File: config.mk
export PLATFORM = sky130hd
export DESIGN_NAME = running_sample_statistics_top
export DESIGN_NICKNAME = d
export VERILOG_FILES = /design/src/hdl/rss_pkg.sv /design/src/hdl/rss_mul.sv /design/src/hdl/rss_div.sv /design/src/hdl/rss_sqrt.sv /design/src/hdl/rss_datapath.sv /design/src/hdl/rss_ctrl.sv /design/src/hdl/running_sample_statistics_top.sv
export SDC_FILE = /design/constraint.sdc
export NUM_CORES = 2
export LEC_CHECK = 0
export BUFFER_PORTS_ARGS = -buffer_cell sky130_fd_sc_hd__buf_2
export CAP_MARGIN = 20
export CORE_ASPECT_RATIO = 0.7
export CORE_MARGIN = 5
export CORE_UTILIZATION = 30
export DETAILED_ROUTE_END_ITERATION = 12
export PLACE_DENSITY_LB_ADDON = 0.2
export RECOVER_POWER = 100
export SYNTH_ARGS = -nofsm -noshare
export SYNTH_HDL_FRONTEND = slang
export SYNTH_SLANG_ARGS = --single-unit
File: constraint.sdc
create_clock -name clk -period 24.4 [get_ports clk]
set_clock_uncertainty 0.2 [all_clocks]
set_input_delay 3.66 -clock clk [delete_from_list [all_inputs] [get_ports clk]]
set_output_delay 3.66 -clock clk [all_outputs]
set_load 0.01 [all_outputs]
File: src/hdl/rss_pkg.sv
// ----------------------------------------------------------------------------
// rss_pkg
// shared types and constants of the running sample statistics block
// ----------------------------------------------------------------------------
package rss_pkg;

    localparam int SAMPLE_W = 16;
    localparam int COUNT_W  = 25;
    localparam int SUM_W    = 40;
    localparam int SQ_W     = 55;
    localparam int MEAN_W   = 32;
    localparam int VAR_W    = 47;
    localparam int SD_W     = 32;
    localparam int CONF_W   = 32;

    // shared arithmetic unit sizes
    localparam int MUL_W    = 80;
    localparam int MULB_W   = 40;
    localparam int DVD_W    = 96;
    localparam int DVS_W    = 49;
    localparam int QUO_W    = 64;
    localparam int STEP_W   = 7;
    localparam int RAD_W    = 64;
    localparam int ROOT_W   = 32;

    localparam logic [COUNT_W-1:0]       COUNT_MAX = 25'h100_0000;
    localparam logic [SQ_W-1:0]          SQ_MAX    = 55'h40_0000_0000_0000;
    localparam logic [VAR_W-1:0]         VAR_MAX   = 47'h4000_0000_0000;
    localparam logic signed [SUM_W-1:0]  SUM_MAX   = 40'sh7F_FFFF_FFFF;
    localparam logic signed [SUM_W-1:0]  SUM_MIN   = 40'sh80_0000_0000;
    localparam logic signed [SAMPLE_W-1:0] EMPTY_MIN = 16'sh7FFF;
    localparam logic signed [SAMPLE_W-1:0] EMPTY_MAX = 16'sh8000;
    // round(1.96 * 2^16)
    localparam logic [16:0]              K196      = 17'd128451;

    localparam logic [STEP_W-1:0] MEAN_STEPS = 7'd56;
    localparam logic [STEP_W-1:0] VAR_STEPS  = 7'd96;
    localparam logic [STEP_W-1:0] CONF_STEPS = 7'd49;

    typedef enum logic [1:0] {
        OP_ADD   = 2'd0,
        OP_MERGE = 2'd1,
        OP_CLEAR = 2'd2,
        OP_HOLD  = 2'd3
    } op_t;

    typedef enum logic [3:0] {
        JOB_NONE = 4'd0,
        JOB_NQ   = 4'd1,
        JOB_SS   = 4'd2,
        JOB_NN   = 4'd3,
        JOB_MEAN = 4'd4,
        JOB_VAR  = 4'd5,
        JOB_SD   = 4'd6,
        JOB_RN   = 4'd7,
        JOB_KSD  = 4'd8,
        JOB_CONF = 4'd9
    } job_t;

    typedef struct packed {
        logic accept;
        logic init_res;
        logic start;
        job_t job;
        logic load_out;
    } cmd_t;

    typedef struct packed {
        logic done;
        logic empty;
        logic var_neg;
    } stat_t;

endpackage

File: src/hdl/rss_mul.sv
// ----------------------------------------------------------------------------
// rss_mul
// shift-add multiplier, one multiplier bit per cycle, stops when bits run out
// ----------------------------------------------------------------------------
module rss_mul
    import rss_pkg::*;
(
    input  logic              clk,
    input  logic              rst_n,
    input  logic              start,
    input  logic [MUL_W-1:0]  mcand,
    input  logic [MULB_W-1:0] mplier,
    output logic              done,
    output logic [MUL_W-1:0]  prod
);

    logic              busy_reg;
    logic              done_reg;
    logic [MUL_W-1:0]  a_reg;
    logic [MULB_W-1:0] b_reg;
    logic [MUL_W-1:0]  acc_reg;

    always_ff @(posedge clk or negedge rst_n)
    begin
        if (!rst_n)
        begin
            busy_reg <= 1'b0;
            done_reg <= 1'b0;
        end
        else
        begin
            done_reg <= 1'b0;
            if (start)
            begin
                busy_reg <= 1'b1;
            end
            else if (busy_reg && (b_reg == '0))
            begin
                busy_reg <= 1'b0;
                done_reg <= 1'b1;
            end
        end
    end

    always_ff @(posedge clk)
    begin
        if (start)
        begin
            a_reg   <= mcand;
            b_reg   <= mplier;
            acc_reg <= '0;
        end
        else if (busy_reg && (b_reg != '0))
        begin
            if (b_reg[0])
            begin
                acc_reg <= acc_reg + a_reg;
            end
            a_reg <= {a_reg[MUL_W-2:0], 1'b0};
            b_reg <= {1'b0, b_reg[MULB_W-1:1]};
        end
    end

    assign done = done_reg;
    assign prod = acc_reg;

endmodule

File: src/hdl/rss_div.sv
// ----------------------------------------------------------------------------
// rss_div
// restoring divider, one quotient bit per cycle, dividend left aligned
// ----------------------------------------------------------------------------
module rss_div
    import rss_pkg::*;
(
    input  logic              clk,
    input  logic              rst_n,
    input  logic              start,
    input  logic [DVD_W-1:0]  dvd,
    input  logic [DVS_W-1:0]  dvs,
    input  logic [STEP_W-1:0] steps,
    output logic              done,
    output logic [QUO_W-1:0]  quo,
    output logic              big
);

    logic              busy_reg;
    logic              done_reg;
    logic [STEP_W-1:0] cnt_reg;
    logic [DVD_W-1:0]  dvd_reg;
    logic [DVS_W-1:0]  dvs_reg;
    logic [DVS_W-1:0]  rem_reg;
    logic [QUO_W-1:0]  quo_reg;
    logic              big_reg;
    logic [DVS_W:0]    trial;
    logic [DVS_W:0]    diff;
    logic              ge;

    assign trial = {rem_reg, dvd_reg[DVD_W-1]};
    assign ge    = trial >= {1'b0, dvs_reg};
    assign diff  = trial - {1'b0, dvs_reg};

    always_ff @(posedge clk or negedge rst_n)
    begin
        if (!rst_n)
        begin
            busy_reg <= 1'b0;
            done_reg <= 1'b0;
            cnt_reg  <= '0;
        end
        else
        begin
            done_reg <= 1'b0;
            if (start)
            begin
                busy_reg <= 1'b1;
                cnt_reg  <= steps;
            end
            else if (busy_reg)
            begin
                cnt_reg <= cnt_reg - 1'b1;
                if (cnt_reg == STEP_W'(1))
                begin
                    busy_reg <= 1'b0;
                    done_reg <= 1'b1;
                end
            end
        end
    end

    always_ff @(posedge clk)
    begin
        if (start)
        begin
            dvd_reg <= dvd;
            dvs_reg <= dvs;
            rem_reg <= '0;
            quo_reg <= '0;
            big_reg <= 1'b0;
        end
        else if (busy_reg)
        begin
            rem_reg <= ge ? diff[DVS_W-1:0] : trial[DVS_W-1:0];
            dvd_reg <= {dvd_reg[DVD_W-2:0], 1'b0};
            quo_reg <= {quo_reg[QUO_W-2:0], ge};
            // quotient bits past the register width only mean saturation
            big_reg <= big_reg | quo_reg[QUO_W-1];
        end
    end

    assign done = done_reg;
    assign quo  = quo_reg;
    assign big  = big_reg;

endmodule

File: src/hdl/rss_sqrt.sv
// ----------------------------------------------------------------------------
// rss_sqrt
// digit-by-digit integer square root, one root bit per cycle
// ----------------------------------------------------------------------------
module rss_sqrt
    import rss_pkg::*;
(
    input  logic              clk,
    input  logic              rst_n,
    input  logic              start,
    input  logic [RAD_W-1:0]  rad,
    output logic              done,
    output logic [ROOT_W-1:0] root
);

    localparam int CNT_W = $clog2(ROOT_W + 1);
    localparam int REM_W = ROOT_W + 2;

    logic              busy_reg;
    logic              done_reg;
    logic [CNT_W-1:0]  cnt_reg;
    logic [RAD_W-1:0]  x_reg;
    logic [REM_W-1:0]  rem_reg;
    logic [ROOT_W-1:0] root_reg;
    logic [REM_W+1:0]  shifted;
    logic [REM_W+1:0]  trial;
    logic [REM_W+1:0]  diff;
    logic              ge;

    assign shifted = {rem_reg, x_reg[RAD_W-1:RAD_W-2]};
    assign trial   = {2'b00, root_reg, 2'b01};
    assign ge      = shifted >= trial;
    assign diff    = shifted - trial;

    always_ff @(posedge clk or negedge rst_n)
    begin
        if (!rst_n)
        begin
            busy_reg <= 1'b0;
            done_reg <= 1'b0;
            cnt_reg  <= '0;
        end
        else
        begin
            done_reg <= 1'b0;
            if (start)
            begin
                busy_reg <= 1'b1;
                cnt_reg  <= CNT_W'(ROOT_W);
            end
            else if (busy_reg)
            begin
                cnt_reg <= cnt_reg - 1'b1;
                if (cnt_reg == CNT_W'(1))
                begin
                    busy_reg <= 1'b0;
                    done_reg <= 1'b1;
                end
            end
        end
    end

    always_ff @(posedge clk)
    begin
        if (start)
        begin
            x_reg    <= rad;
            rem_reg  <= '0;
            root_reg <= '0;
        end
        else if (busy_reg)
        begin
            x_reg    <= {x_reg[RAD_W-3:0], 2'b00};
            rem_reg  <= ge ? diff[REM_W-1:0] : shifted[REM_W-1:0];
            root_reg <= {root_reg[ROOT_W-2:0], ge};
        end
    end

    assign done = done_reg;
    assign root = root_reg;

endmodule

File: src/hdl/rss_datapath.sv
// ----------------------------------------------------------------------------
// rss_datapath
// accumulator registers, shared multiplier, divider and square root, results
// ----------------------------------------------------------------------------
module rss_datapath
    import rss_pkg::*;
(
    input  logic                       clk,
    input  logic                       rst_n,
    input  cmd_t                       cmd,
    output stat_t                      stat,
    input  logic [1:0]                 op,
    input  logic signed [SAMPLE_W-1:0] sample,
    input  logic [COUNT_W-1:0]         part_count,
    input  logic signed [SUM_W-1:0]    part_sum,
    input  logic [SQ_W-1:0]            part_sumsq,
    input  logic signed [SAMPLE_W-1:0] part_min,
    input  logic signed [SAMPLE_W-1:0] part_max,
    output logic [COUNT_W-1:0]         total_count,
    output logic signed [SUM_W-1:0]    total_sum,
    output logic [SQ_W-1:0]            total_sumsq,
    output logic signed [SAMPLE_W-1:0] min_seen,
    output logic signed [SAMPLE_W-1:0] max_seen,
    output logic signed [MEAN_W-1:0]   mean_q16,
    output logic [VAR_W-1:0]           variance_q16,
    output logic [SD_W-1:0]            stddev_q16,
    output logic [CONF_W-1:0]          conf95_q16,
    output logic                       overflow
);

    // accumulator state
    logic [COUNT_W-1:0]         cnt_reg;
    logic signed [SUM_W-1:0]    sum_reg;
    logic [SQ_W-1:0]            sq_reg;
    logic signed [SAMPLE_W-1:0] lo_reg;
    logic signed [SAMPLE_W-1:0] hi_reg;
    logic                       flag_reg;

    // intermediate and derived results
    logic [MUL_W-1:0]  a_reg;
    logic [MUL_W-1:0]  b_reg;
    logic [DVS_W-1:0]  nn_reg;
    logic [DVS_W-1:0]  pk_reg;
    logic [MEAN_W-1:0] mean_reg;
    logic [VAR_W-1:0]  var_reg;
    logic [SD_W-1:0]   sd_reg;
    logic [ROOT_W-1:0] rootn_reg;
    logic [CONF_W-1:0] conf_reg;

    // accumulate path
    logic [COUNT_W-1:0]         cnt_add;
    logic signed [SUM_W-1:0]    sum_add;
    logic [SQ_W-1:0]            sq_add;
    logic signed [SAMPLE_W-1:0] lo_in;
    logic signed [SAMPLE_W-1:0] hi_in;
    logic signed [31:0]         samp_sq;
    logic [COUNT_W:0]           cnt_sum;
    logic [SUM_W:0]             sum_sum;
    logic [SQ_W:0]              sq_sum;
    logic                       cnt_sat;
    logic                       sum_sat_hi;
    logic                       sum_sat_lo;
    logic                       sq_sat;
    logic [SUM_W-1:0]           smag;
    logic [MUL_W-1:0]           diff_ab;

    // shared units
    logic              mul_start;
    logic              div_start;
    logic              sqrt_start;
    logic [MUL_W-1:0]  mul_a;
    logic [MULB_W-1:0] mul_b;
    logic              mul_done;
    logic [MUL_W-1:0]  mul_p;
    logic [DVD_W-1:0]  div_dvd;
    logic [DVS_W-1:0]  div_dvs;
    logic [STEP_W-1:0] div_steps;
    logic              div_done;
    logic [QUO_W-1:0]  div_q;
    logic              div_big;
    logic [RAD_W-1:0]  sqrt_x;
    logic              sqrt_done;
    logic [ROOT_W-1:0] sqrt_r;
    logic [31:0]       mean_mag;

    assign samp_sq = sample * sample;

    always_comb
    begin
        cnt_add = '0;
        sum_add = '0;
        sq_add  = '0;
        lo_in   = EMPTY_MIN;
        hi_in   = EMPTY_MAX;
        case (op_t'(op))
            OP_ADD:
            begin
                cnt_add = COUNT_W'(1);
                sum_add = {{(SUM_W-SAMPLE_W){sample[SAMPLE_W-1]}}, sample};
                sq_add  = {{(SQ_W-32){1'b0}}, samp_sq};
                lo_in   = sample;
                hi_in   = sample;
            end
            OP_MERGE:
            begin
                cnt_add = part_count;
                sum_add = part_sum;
                sq_add  = part_sumsq;
                lo_in   = part_min;
                hi_in   = part_max;
            end
            default:
            begin
                cnt_add = '0;
            end
        endcase
    end

    assign cnt_sum    = {1'b0, cnt_reg} + {1'b0, cnt_add};
    assign cnt_sat    = cnt_sum > {1'b0, COUNT_MAX};
    assign sum_sum    = {sum_reg[SUM_W-1], sum_reg} + {sum_add[SUM_W-1], sum_add};
    assign sum_sat_hi = !sum_sum[SUM_W] && sum_sum[SUM_W-1];
    assign sum_sat_lo = sum_sum[SUM_W] && !sum_sum[SUM_W-1];
    assign sq_sum     = {1'b0, sq_reg} + {1'b0, sq_add};
    assign sq_sat     = sq_sum > {1'b0, SQ_MAX};

    always_ff @(posedge clk or negedge rst_n)
    begin
        if (!rst_n)
        begin
            cnt_reg  <= '0;
            sum_reg  <= '0;
            sq_reg   <= '0;
            lo_reg   <= EMPTY_MIN;
            hi_reg   <= EMPTY_MAX;
            flag_reg <= 1'b0;
        end
        else if (cmd.accept)
        begin
            if ((op_t'(op) == OP_ADD) || (op_t'(op) == OP_MERGE))
            begin
                cnt_reg <= cnt_sat ? COUNT_MAX : cnt_sum[COUNT_W-1:0];
                if (sum_sat_hi)
                begin
                    sum_reg <= SUM_MAX;
                end
                else if (sum_sat_lo)
                begin
                    sum_reg <= SUM_MIN;
                end
                else
                begin
                    sum_reg <= sum_sum[SUM_W-1:0];
                end
                sq_reg <= sq_sat ? SQ_MAX : sq_sum[SQ_W-1:0];
                if (lo_in < lo_reg)
                begin
                    lo_reg <= lo_in;
                end
                if (hi_in > hi_reg)
                begin
                    hi_reg <= hi_in;
                end
                flag_reg <= flag_reg | cnt_sat | sum_sat_hi | sum_sat_lo | sq_sat;
            end
            else if (op_t'(op) == OP_CLEAR)
            begin
                cnt_reg  <= '0;
                sum_reg  <= '0;
                sq_reg   <= '0;
                lo_reg   <= EMPTY_MIN;
                hi_reg   <= EMPTY_MAX;
                flag_reg <= 1'b0;
            end
        end
    end

    assign smag    = sum_reg[SUM_W-1] ? (~sum_reg + 1'b1) : sum_reg;
    assign diff_ab = a_reg - b_reg;

    // operand selection for the shared units
    always_comb
    begin
        mul_a     = '0;
        mul_b     = '0;
        div_dvd   = '0;
        div_dvs   = '0;
        div_steps = MEAN_STEPS;
        sqrt_x    = '0;
        case (cmd.job)
            JOB_NQ:
            begin
                mul_a = {{(MUL_W-SQ_W){1'b0}}, sq_reg};
                mul_b = {{(MULB_W-COUNT_W){1'b0}}, cnt_reg};
            end
            JOB_SS:
            begin
                mul_a = {{(MUL_W-SUM_W){1'b0}}, smag};
                mul_b = smag;
            end
            JOB_NN:
            begin
                mul_a = {{(MUL_W-COUNT_W){1'b0}}, cnt_reg};
                mul_b = {{(MULB_W-COUNT_W){1'b0}}, cnt_reg};
            end
            JOB_KSD:
            begin
                mul_a = {{(MUL_W-SD_W){1'b0}}, sd_reg};
                mul_b = {{(MULB_W-17){1'b0}}, K196};
            end
            JOB_MEAN:
            begin
                div_dvd   = {smag, {(DVD_W-SUM_W){1'b0}}};
                div_dvs   = {{(DVS_W-COUNT_W){1'b0}}, cnt_reg};
                div_steps = MEAN_STEPS;
            end
            JOB_VAR:
            begin
                div_dvd   = {diff_ab, {(DVD_W-MUL_W){1'b0}}};
                div_dvs   = nn_reg;
                div_steps = VAR_STEPS;
            end
            JOB_CONF:
            begin
                div_dvd   = {pk_reg, {(DVD_W-DVS_W){1'b0}}};
                div_dvs   = {{(DVS_W-ROOT_W){1'b0}}, rootn_reg};
                div_steps = CONF_STEPS;
            end
            JOB_SD:
            begin
                sqrt_x = {1'b0, var_reg, {(RAD_W-VAR_W-1){1'b0}}};
            end
            JOB_RN:
            begin
                sqrt_x = {{(RAD_W-COUNT_W-32){1'b0}}, cnt_reg, 32'd0};
            end
            default:
            begin
                sqrt_x = '0;
            end
        endcase
    end

    assign mul_start  = cmd.start && ((cmd.job == JOB_NQ) || (cmd.job == JOB_SS) ||
                                      (cmd.job == JOB_NN) || (cmd.job == JOB_KSD));
    assign div_start  = cmd.start && ((cmd.job == JOB_MEAN) || (cmd.job == JOB_VAR) ||
                                      (cmd.job == JOB_CONF));
    assign sqrt_start = cmd.start && ((cmd.job == JOB_SD) || (cmd.job == JOB_RN));

    rss_mul u_mul (
        .clk    (clk),
        .rst_n  (rst_n),
        .start  (mul_start),
        .mcand  (mul_a),
        .mplier (mul_b),
        .done   (mul_done),
        .prod   (mul_p)
    );

    rss_div u_div (
        .clk   (clk),
        .rst_n (rst_n),
        .start (div_start),
        .dvd   (div_dvd),
        .dvs   (div_dvs),
        .steps (div_steps),
        .done  (div_done),
        .quo   (div_q),
        .big   (div_big)
    );

    rss_sqrt u_sqrt (
        .clk   (clk),
        .rst_n (rst_n),
        .start (sqrt_start),
        .rad   (sqrt_x),
        .done  (sqrt_done),
        .root  (sqrt_r)
    );

    // magnitude limited to 2^31 so the negative side can reach -2^31
    always_comb
    begin
        if (!sum_reg[SUM_W-1])
        begin
            mean_mag = (div_big || (div_q > 64'h7FFF_FFFF)) ? 32'h7FFF_FFFF : div_q[31:0];
        end
        else
        begin
            mean_mag = (div_big || (div_q > 64'h8000_0000)) ? 32'h8000_0000 : div_q[31:0];
            mean_mag = ~mean_mag + 1'b1;
        end
    end

    always_ff @(posedge clk or negedge rst_n)
    begin
        if (!rst_n)
        begin
            a_reg     <= '0;
            b_reg     <= '0;
            nn_reg    <= '0;
            pk_reg    <= '0;
            mean_reg  <= '0;
            var_reg   <= '0;
            sd_reg    <= '0;
            rootn_reg <= '0;
            conf_reg  <= '1;
        end
        else if (cmd.init_res)
        begin
            mean_reg <= '0;
            var_reg  <= '0;
            sd_reg   <= '0;
            conf_reg <= '1;
        end
        else if (stat.done)
        begin
            case (cmd.job)
                JOB_NQ:   a_reg     <= mul_p;
                JOB_SS:   b_reg     <= mul_p;
                JOB_NN:   nn_reg    <= mul_p[DVS_W-1:0];
                JOB_KSD:  pk_reg    <= mul_p[DVS_W-1:0];
                JOB_MEAN: mean_reg  <= mean_mag;
                JOB_VAR:  var_reg   <= (div_big || (div_q > {{(QUO_W-VAR_W){1'b0}}, VAR_MAX}))
                                       ? VAR_MAX : div_q[VAR_W-1:0];
                JOB_SD:   sd_reg    <= sqrt_r;
                JOB_RN:   rootn_reg <= sqrt_r;
                JOB_CONF: conf_reg  <= (div_big || (div_q[QUO_W-1:CONF_W] != '0))
                                       ? '1 : div_q[CONF_W-1:0];
                default:  conf_reg  <= conf_reg;
            endcase
        end
    end

    always_ff @(posedge clk)
    begin
        if (cmd.load_out)
        begin
            total_count  <= cnt_reg;
            total_sum    <= sum_reg;
            total_sumsq  <= sq_reg;
            min_seen     <= lo_reg;
            max_seen     <= hi_reg;
            mean_q16     <= mean_reg;
            variance_q16 <= var_reg;
            stddev_q16   <= sd_reg;
            conf95_q16   <= conf_reg;
            overflow     <= flag_reg;
        end
    end

    assign stat.done    = mul_done | div_done | sqrt_done;
    assign stat.empty   = (cnt_reg == '0);
    assign stat.var_neg = a_reg < b_reg;

`ifndef SYNTHESIS
    a_count_limit: assert property (@(posedge clk) disable iff (!rst_n)
        cnt_reg <= COUNT_MAX)
        else $error("sample count above its saturation value");

    a_var_limit: assert property (@(posedge clk) disable iff (!rst_n)
        var_reg <= VAR_MAX)
        else $error("variance above its saturation value");

    a_one_unit: assert property (@(posedge clk) disable iff (!rst_n)
        $onehot0({mul_done, div_done, sqrt_done}))
        else $error("two arithmetic units finished together");
`endif

endmodule

File: src/hdl/rss_ctrl.sv
// ----------------------------------------------------------------------------
// rss_ctrl
// sequencer: accept, accumulate, run the derived-statistics jobs, deliver
// ----------------------------------------------------------------------------
module rss_ctrl
    import rss_pkg::*;
(
    input  logic  clk,
    input  logic  rst_n,
    input  logic  in_valid,
    output logic  in_ready,
    output logic  out_valid,
    input  logic  out_ready,
    output cmd_t  cmd,
    input  stat_t stat
);

    typedef enum logic [11:0] {
        S_IDLE  = 12'b0000_0000_0001,
        S_CHECK = 12'b0000_0000_0010,
        S_NQ    = 12'b0000_0000_0100,
        S_SS    = 12'b0000_0000_1000,
        S_NN    = 12'b0000_0001_0000,
        S_MEAN  = 12'b0000_0010_0000,
        S_VAR   = 12'b0000_0100_0000,
        S_SD    = 12'b0000_1000_0000,
        S_RN    = 12'b0001_0000_0000,
        S_KSD   = 12'b0010_0000_0000,
        S_CONF  = 12'b0100_0000_0000,
        S_DONE  = 12'b1000_0000_0000
    } state_t;

    state_t state_reg;
    state_t state_next;
    state_t job_follow;
    job_t   job_now;
    logic   issued_reg;
    logic   issued_next;
    logic   out_valid_reg;
    logic   out_valid_next;

    // job run in each state and the state after it
    always_comb
    begin
        job_now    = JOB_NONE;
        job_follow = S_DONE;
        case (state_reg)
            S_NQ:
            begin
                job_now    = JOB_NQ;
                job_follow = S_SS;
            end
            S_SS:
            begin
                job_now    = JOB_SS;
                job_follow = S_NN;
            end
            S_NN:
            begin
                job_now    = JOB_NN;
                job_follow = S_MEAN;
            end
            S_MEAN:
            begin
                job_now    = JOB_MEAN;
                job_follow = stat.var_neg ? S_SD : S_VAR;
            end
            S_VAR:
            begin
                job_now    = JOB_VAR;
                job_follow = S_SD;
            end
            S_SD:
            begin
                job_now    = JOB_SD;
                job_follow = S_RN;
            end
            S_RN:
            begin
                job_now    = JOB_RN;
                job_follow = S_KSD;
            end
            S_KSD:
            begin
                job_now    = JOB_KSD;
                job_follow = S_CONF;
            end
            S_CONF:
            begin
                job_now    = JOB_CONF;
                job_follow = S_DONE;
            end
            default:
            begin
                job_now = JOB_NONE;
            end
        endcase
    end

    always_comb
    begin
        state_next     = state_reg;
        issued_next    = issued_reg;
        out_valid_next = out_valid_reg & ~out_ready;
        cmd            = '0;
        cmd.job        = job_now;
        case (state_reg)
            S_IDLE:
            begin
                if (in_valid)
                begin
                    cmd.accept = 1'b1;
                    state_next = S_CHECK;
                end
            end
            S_CHECK:
            begin
                cmd.init_res = 1'b1;
                state_next   = stat.empty ? S_DONE : S_NQ;
            end
            S_DONE:
            begin
                // wait for the output register to free up
                if (!out_valid_reg || out_ready)
                begin
                    cmd.load_out   = 1'b1;
                    out_valid_next = 1'b1;
                    state_next     = S_IDLE;
                end
            end
            default:
            begin
                if (!issued_reg)
                begin
                    cmd.start   = 1'b1;
                    issued_next = 1'b1;
                end
                else if (stat.done)
                begin
                    issued_next = 1'b0;
                    state_next  = job_follow;
                end
            end
        endcase
    end

    always_ff @(posedge clk or negedge rst_n)
    begin
        if (!rst_n)
        begin
            state_reg     <= S_IDLE;
            issued_reg    <= 1'b0;
            out_valid_reg <= 1'b0;
        end
        else
        begin
            state_reg     <= state_next;
            issued_reg    <= issued_next;
            out_valid_reg <= out_valid_next;
        end
    end

    assign in_ready  = (state_reg == S_IDLE);
    assign out_valid = out_valid_reg;

`ifndef SYNTHESIS
    a_one_at_a_time: assert property (@(posedge clk) disable iff (!rst_n)
        (in_valid && in_ready) |=> !in_ready)
        else $error("new item taken while one is in work");

    a_no_overwrite: assert property (@(posedge clk) disable iff (!rst_n)
        cmd.load_out |-> (!out_valid_reg || out_ready))
        else $error("result register loaded while still held");

    a_start_clean: assert property (@(posedge clk) disable iff (!rst_n)
        cmd.start |-> !stat.done)
        else $error("unit started while a finish is pending");
`endif

endmodule

File: src/hdl/running_sample_statistics_top.sv
// timing: on an empty accumulator the check state goes straight to delivery; otherwise
// the shared bit-serial multiplier, divider and square root run up to nine jobs in turn,
// the variance job being skipped when it would be negative (up to 40, 56, 96, 49 and 32 steps each)
// throughput: one item at a time; the next item is taken as soon as the result
// sits in the output register, which waits until the receiver has taken the last one
// reset: asynchronous, clears the accumulator to empty and the handshakes
// ----------------------------------------------------------------------------
// running_sample_statistics_top
// running count, sum, sum of squares, min, max with mean, variance, stddev
// and 95% confidence half-width in Q.16
// ----------------------------------------------------------------------------
module running_sample_statistics_top
    import rss_pkg::*;
(
    input  logic                       clk,
    input  logic                       rst_n,
    input  logic                       in_valid,
    output logic                       in_ready,
    input  logic [1:0]                 op,
    input  logic signed [SAMPLE_W-1:0] sample,
    input  logic [COUNT_W-1:0]         part_count,
    input  logic signed [SUM_W-1:0]    part_sum,
    input  logic [SQ_W-1:0]            part_sumsq,
    input  logic signed [SAMPLE_W-1:0] part_min,
    input  logic signed [SAMPLE_W-1:0] part_max,
    output logic                       out_valid,
    input  logic                       out_ready,
    output logic [COUNT_W-1:0]         total_count,
    output logic signed [SUM_W-1:0]    total_sum,
    output logic [SQ_W-1:0]            total_sumsq,
    output logic signed [SAMPLE_W-1:0] min_seen,
    output logic signed [SAMPLE_W-1:0] max_seen,
    output logic signed [MEAN_W-1:0]   mean_q16,
    output logic [VAR_W-1:0]           variance_q16,
    output logic [SD_W-1:0]            stddev_q16,
    output logic [CONF_W-1:0]          conf95_q16,
    output logic                       overflow
);

    cmd_t  cmd;
    stat_t stat;

    rss_ctrl u_ctrl (
        .clk       (clk),
        .rst_n     (rst_n),
        .in_valid  (in_valid),
        .in_ready  (in_ready),
        .out_valid (out_valid),
        .out_ready (out_ready),
        .cmd       (cmd),
        .stat      (stat)
    );

    rss_datapath u_dp (
        .clk          (clk),
        .rst_n        (rst_n),
        .cmd          (cmd),
        .stat         (stat),
        .op           (op),
        .sample       (sample),
        .part_count   (part_count),
        .part_sum     (part_sum),
        .part_sumsq   (part_sumsq),
        .part_min     (part_min),
        .part_max     (part_max),
        .total_count  (total_count),
        .total_sum    (total_sum),
        .total_sumsq  (total_sumsq),
        .min_seen     (min_seen),
        .max_seen     (max_seen),
        .mean_q16     (mean_q16),
        .variance_q16 (variance_q16),
        .stddev_q16   (stddev_q16),
        .conf95_q16   (conf95_q16),
        .overflow     (overflow)
    );

endmodule

After elaboration in Yosys (flattened, before gate mapping)
Cells that the tools add are included.
- add/subtract/negate cells: 11
- $mul: 1
- magnitude comparators: 10
- equal/unequal tests: 29
- muxes and demuxes: 97
- bitwise logic cells: 12
- reductions and logical operators: 55
- operators by type and width (cell ; number):
    32-bit 2-to-1 mux ; 13
    96-bit case mux with 3 select lines ; 1
    40-bit 2-to-1 mux ; 7
    55-bit case mux with 4 select lines ; 1
    96-bit 2-to-1 mux ; 2
    47-bit 2-to-1 mux ; 4
    55-bit 2-to-1 mux ; 3
    80-bit 2-to-1 mux ; 2
    49-bit case mux with 3 select lines ; 1
    64-bit 2-to-1 mux ; 2
    63-bit case mux with 2 select lines ; 1
    40-bit case mux with 3 select lines ; 1
    55-bit case mux with 2 select lines ; 1
    16-bit 2-to-1 mux ; 6
    12-bit case mux with 8 select lines ; 1
    80-bit adder ; 1
    80-bit less-than comparator ; 1
    40-bit case mux with 2 select lines ; 1
    80-bit subtractor ; 1
    25-bit 2-to-1 mux ; 3
    64-bit by 31-bit > comparator with 1-bit output (second input constant) ; 1
    64-bit by 32-bit > comparator with 1-bit output (second input constant) ; 1
    64-bit by 47-bit > comparator with 1-bit output (second input constant) ; 1
    16-bit case mux with 2 select lines ; 2
    other kinds (69) ; 157
- bits in registers: 1504
- input bits: 174
- logic and storage cells: 262

Longest topological paths before layout
- depth in word-level cells: 9
- gate-level depth with buffers: 44
- depth with buffers taken out: 40

Modules after synthesis
From an unflattened synthesis, not the netlist that was laid out.
- cell total of the unflattened synthesis: 9526
- area, all modules: 94389.3 um^2
- by module, submodules not included (module ; times used ; cells an instance ; area each (um^2)):
    rss_datapath ; 1 ; 6069 ; 59314.4
    rss_div ; 1 ; 1202 ; 13272.7
    rss_mul ; 1 ; 1363 ; 12929.9
    rss_sqrt ; 1 ; 785 ; 7908.8
    rss_ctrl ; 1 ; 107 ; 963.4

Worst setup path before layout
Ideal clock, no wire load.
- kind: input port to flip-flop
- start: in out_ready
- end: reg u_dp.conf95_q16[0], enable pin
- library setup time: 962 ps
- arrival: 15990 ps
- data required time: 23238 ps
- path slack: 7247 ps
- cell stages on the path: 2
- cell sequence: nor2b_1 -> nor2_1
- RTL lines (element ; RTL line ; text):
    start, declared ; running_sample_statistics_top.sv:27 ; input logic out_ready,
    end signal, assigned ; rss_datapath.sv:347 ; conf95_q16 <= conf_reg;
    end, declared ; rss_datapath.sv:27 ; output logic [CONF_W-1:0] conf95_q16,

Final worst setup path
- start: in sample[15]
- end: reg u_dp.sq_reg[47]
- longest elaborated chain between the ends: 6
- ends and longest elaborated chain (element ; RTL line ; text):
    start, declared ; running_sample_statistics_top.sv:20 ; input logic signed [SAMPLE_W-1:0] sample,
    16-bit by 16-bit multiplier with 32-bit output (*) ; rss_datapath.sv:86 ; assign samp_sq = sample * sample;
    55-bit case mux with 2 select lines (*) ; rss_datapath.sv:95 ; case (op_t'(op))
    55-bit by 55-bit adder with 56-bit output (*) ; rss_datapath.sv:124 ; assign sq_sum = {1'b0, sq_reg} + {1'b0, sq_add};
    56-bit by 55-bit > comparator with 1-bit output ; rss_datapath.sv:125 ; assign sq_sat = sq_sum > {1'b0, SQ_MAX};
    55-bit 2-to-1 mux (*) ; rss_datapath.sv:155 ; sq_reg <= sq_sat ? SQ_MAX : sq_sum[SQ_W-1:0];
    55-bit 2-to-1 mux (*) ; rss_datapath.sv:140 ; if ((op_t'(op) == OP_ADD) || (op_t'(op) == OP_MERGE))
    end signal, assigned ; rss_datapath.sv:155 ;
    end, declared ; rss_datapath.sv:34 ; logic [SQ_W-1:0] sq_reg;
Every way passes the cells marked *; elsewhere a longest branch is shown, timed or not.
A chain may end at the register's enable or synchronous reset.

==> results.cfg <==
[critical_path]
worst_r2r_startpoint = u_ctrl.state_reg[0]$_DFFE_PN1P_
cp_slowest_cell = sky130_fd_sc_hd__nor3_1
cpLargestDelayFamily = compound AO/OA/AOI/OAI gates
timing.reg2reg.setup_slack_ns = 12.55
crit_path_end_kind = register
timing.critical_path.from_type = input port
critical_path.max_stage_delay_ns = 1.08
worst_r2r_path_depth = 13
critical_path_required_ns = 24.91
worstReg2RegEnd = u_dp.u_mul.b_reg[10]$_DFFE_PP_
critPathMaxFanout = 25
critical_path_class = input port to register
timing.critical_path.arrival_ns = 17.84
crit_buf_inv = 8

[yosys]
synthesis.nets = 10200
netlist.area_leader.share_pct = 19.9
netlist_area_sq_um = 89600
synth.area.top_cells = sky130_fd_sc_hd__edfxtp_1 (20%), sky130_fd_sc_hd__dfrtp_1 (16%), sky130_fd_sc_hd__ha_1 (6.9%)
synth_sequential_area_ratio_pct = 43.1
synth_commonest_cells = sky130_fd_sc_hd__nand2_1 (1032), sky130_fd_sc_hd__o21ai_0 (700), sky130_fd_sc_hd__a21oi_1 (684)
async_flop_share_pct = 42.1
synth_adder_area_share_pct = 12.2
synth_simple_gate_area_share_pct = 13.5
yosys.area_share.xor_xnor_pct = 3.92
synth.ff_latch_count = 1472
synth-compound-area-share_pct = 18.4
synth.yosys.warnings = 0
netlist.top_cell.by_area = sky130_fd_sc_hd__edfxtp_1
post_synth.cell_area_avg_sq_um = 9.65
yosys-mux-area-fraction_pct = 4.03
synth_enable_flop_cells = 593
main_combinational_cell_family_by_area_after_synthesis = compound AO/OA/AOI/OAI gates
ys_dominant_reg_cell = sky130_fd_sc_hd__edfxtp_1
synth_most_common_cell = sky130_fd_sc_hd__nand2_1
postSynthCellCount = 9283
synthDistinctLibCells = 95

[sta]
timing.final.setup_violations = 0
max_slew.worst_pin.slew_ns = 8.23
grt_setup_unrepaired = false
hold_viol_final = 0
min_period_ns = 17.33
setup_tns_ns = 0
finalHoldWorstSlack_ns = 0.251
timing.max_slew.rel_slack_pct = -448
min_period_over_period_pct = 71.0
final-max-slew-violation-count = 2945
fmaxAchievable_mhz = 57.7

[drt]
drtIter0Drc = 7300
wl_microns = 337000
remaining_drc_errors = 0
routed.top_layer = met5
drtPass1Iterations = 9
wl_met2_microns = 134000
via_per_inst = 5.35
drtAntennaViolNets = 0
routedWlPerCell_microns = 24.7
dr_total_vias = 73000
m1WireLength_microns = 162000
met3_length_microns = 30200

[cts]
cts.path.max_buffers = 4
tritoncts = done
cts.root.buffer_cell = sky130_fd_sc_hd__clkbuf_16
cts_max_level = 4
cts.reportedPaths.clkPinSlew_ns = 0.06
postCtsHoldBufs = 0
numClockSinks = 1472
numCtsBuffers = 174
worstSkewPairLatency_ns = 0.89
cts.repair.resized = 0
cts.repair_timing.setup_buffer_count = 0

[global_route]
grt_pass1_vias = 70200
pin_count_of_the_biggest_net_entering_global_routing = 151
globalRoute.totalOverflow = 0
number_of_antenna_violations_at_the_first_check_in_global_routing = 28
gr-usage-all-layers_pct = 21.0
grt_first_pass_wirelength_microns = 491000

[floorplanning]
die-width_microns = 663
die_area_sq_um = 310000
ios = 472
die_h_microns = 467
placement_rows = 167
initial_cell_density_of_the_core_pct = 30.2
fp.coreArea_sq_um = 297000

[power]
max-vdd-ir-drop_uv = 147
seq_power_share_pct = 30.9
pwr-share-comb_pct = 37.8
power_switching_share_pct = 37.3
cellPowerDensity_nw_per_um2 = 82.0
p_int_mw = 5.18
power.net_switching_mw = 3.09
cellLeakagePower_nw = 43.2
power.clock.fraction_pct = 31.3
totalPowerFinal_mw = 8.27

[final_layout]
layoutNonFillerInstCount = 13700
syn2layout_area_growth_pct = 12.6
layout-drive-gt1-share_pct = 7.95
fillers = 30400
num-nets-final = 10400

[placed_design]
dpl.cell_count = 13300
post-dp-hpwl_microns = 256000
place.gp.congestion = 0.940
buffer_ports.inserted = 471

[min_path]
min_path_cells = 0
timing.hold.worst.class = register to register
min_from = u_dp.mean_reg[0]$_DFFE_PN0P_
timing.hold.worst_endpoint = u_dp.mean_q16[0]$_DFFE_PP_

[status]
run_status = complete, but fails checks
violations_in_the_final_reports = capacitance limit, slew limit

[job]
max_cap_viol = 59
==> cells in the final DEF (no fill, tap or decap), types with 122 or more instances in the layout <==
| cell | n |
|---|---|
| sky130_fd_sc_hd__o21ai_0 | 704 |
| sky130_fd_sc_hd__mux2_2 | 207 |
| sky130_fd_sc_hd__nand2_1 | 1030 |
| sky130_fd_sc_hd__fa_1 | 239 |
| sky130_fd_sc_hd__dfxtp_1 | 260 |
| sky130_fd_sc_hd__nand3_1 | 168 |
| sky130_fd_sc_hd__a21o_1 | 277 |
| sky130_fd_sc_hd__nor2_1 | 602 |
| sky130_fd_sc_hd__buf_2 | 170 |
| sky130_fd_sc_hd__inv_1 | 656 |
| sky130_fd_sc_hd__mux2i_1 | 122 |
| sky130_fd_sc_hd__clkbuf_16 | 181 |
| sky130_fd_sc_hd__clkbuf_1 | 398 |
| sky130_fd_sc_hd__a21oi_1 | 683 |
| sky130_fd_sc_hd__dfrtp_1 | 567 |
| sky130_fd_sc_hd__edfxtp_1 | 593 |
| sky130_fd_sc_hd__xor2_1 | 165 |
| sky130_fd_sc_hd__xnor2_1 | 236 |
| sky130_fd_sc_hd__ha_1 | 491 |
==> worst max path at each step <==
stage / startpoint / to / slack [ns] / depth (start not counted)
after floorplan: out_ready / u_dp.conf95_q16[0]$_DFFE_PP_ / 7.25 / 2
after global placement: sample[15] / u_dp.sq_reg[42]$_DFFE_PN0P_ / 8.60 / 40
after detailed placement: sample[15] / u_dp.sq_reg[47]$_DFFE_PN0P_ / 8.49 / 40
after CTS: sample[15] / u_dp.sq_reg[47]$_DFFE_PN0P_ / 9.27 / 40
after global routing: rst_n / u_dp.sum_reg[39]$_DFFE_PN0P_ / 5.77 / 2
final: sample[15] / u_dp.sq_reg[47]$_DFFE_PN0P_ / 7.07 / 40
==> per-layer routing <==
| metal | up-vias | GRT usage, % |
|---|---|---|
| li1 | 33700 | - |
| met1 | 36300 | 31.4 |
| met2 | 2636 | 29.3 |
| met3 | 424 | 5.64 |
| met4 | 24 | 6.16 |
| met5 | - | 0 |
==> cells by family after synthesis <==
| logic type | Yosys count |
|---|---|
| AO/OA/AOI/OAI | 2576 |
| XOR/XNOR | 401 |
| adder cells (fa/ha/maj) | 730 |
| buffers and inverters | 1163 |
| flip-flops | 1472 |
| multiplexers | 333 |
| AND/OR/NAND/NOR | 2608 |
==> worst register-to-register path, delay by kind of cell, from the launching register on <==
kind	cells	cell delay, ns
buffers and inverters	2	5.43
AO/OA/AOI/OAI	3	2.57
AND/OR/NAND/NOR	8	2.71
flip-flops	1	0.68
==> power by group through the flow <==
stage               logic (mW)  registers [mW]  clock network, mW
global placement          3.09            2.61                  0
CTS                       3.10            2.56               2.66
global route              3.48            2.55               2.75
finish                    3.13            2.56               2.59
floorplan                 2.15            2.61                  0
detailed placement        3.08            2.61                  0
==> layout make-up <==
cell class                 instances  area [sq um]  area share, %
clock buffer                     224          4750           4.71
tap                             3971          4970           4.93
timing repair buffer             577          2610           2.59
multi-input combinational       6648         46700           46.3
clock inverter                    91           766          0.759
sequential                      1472         38600           38.2
inverter                         659          2470           2.45
antenna                           11          27.5         0.0273
==> through the flow <==
step / area (sq um) / util, % / setup WS, ns
floorplan: 89600 / - / 7.25
global placement: 95900 / 32.3 / 8.60
detailed placement: 95900 / 32.4 / 8.49
CTS: 101000 / 34.2 / 9.27
global route: 101000 / 34.0 / 5.77
finish: 101000 / 34.0 / 7.07
(Power assumes the default switching activity.)
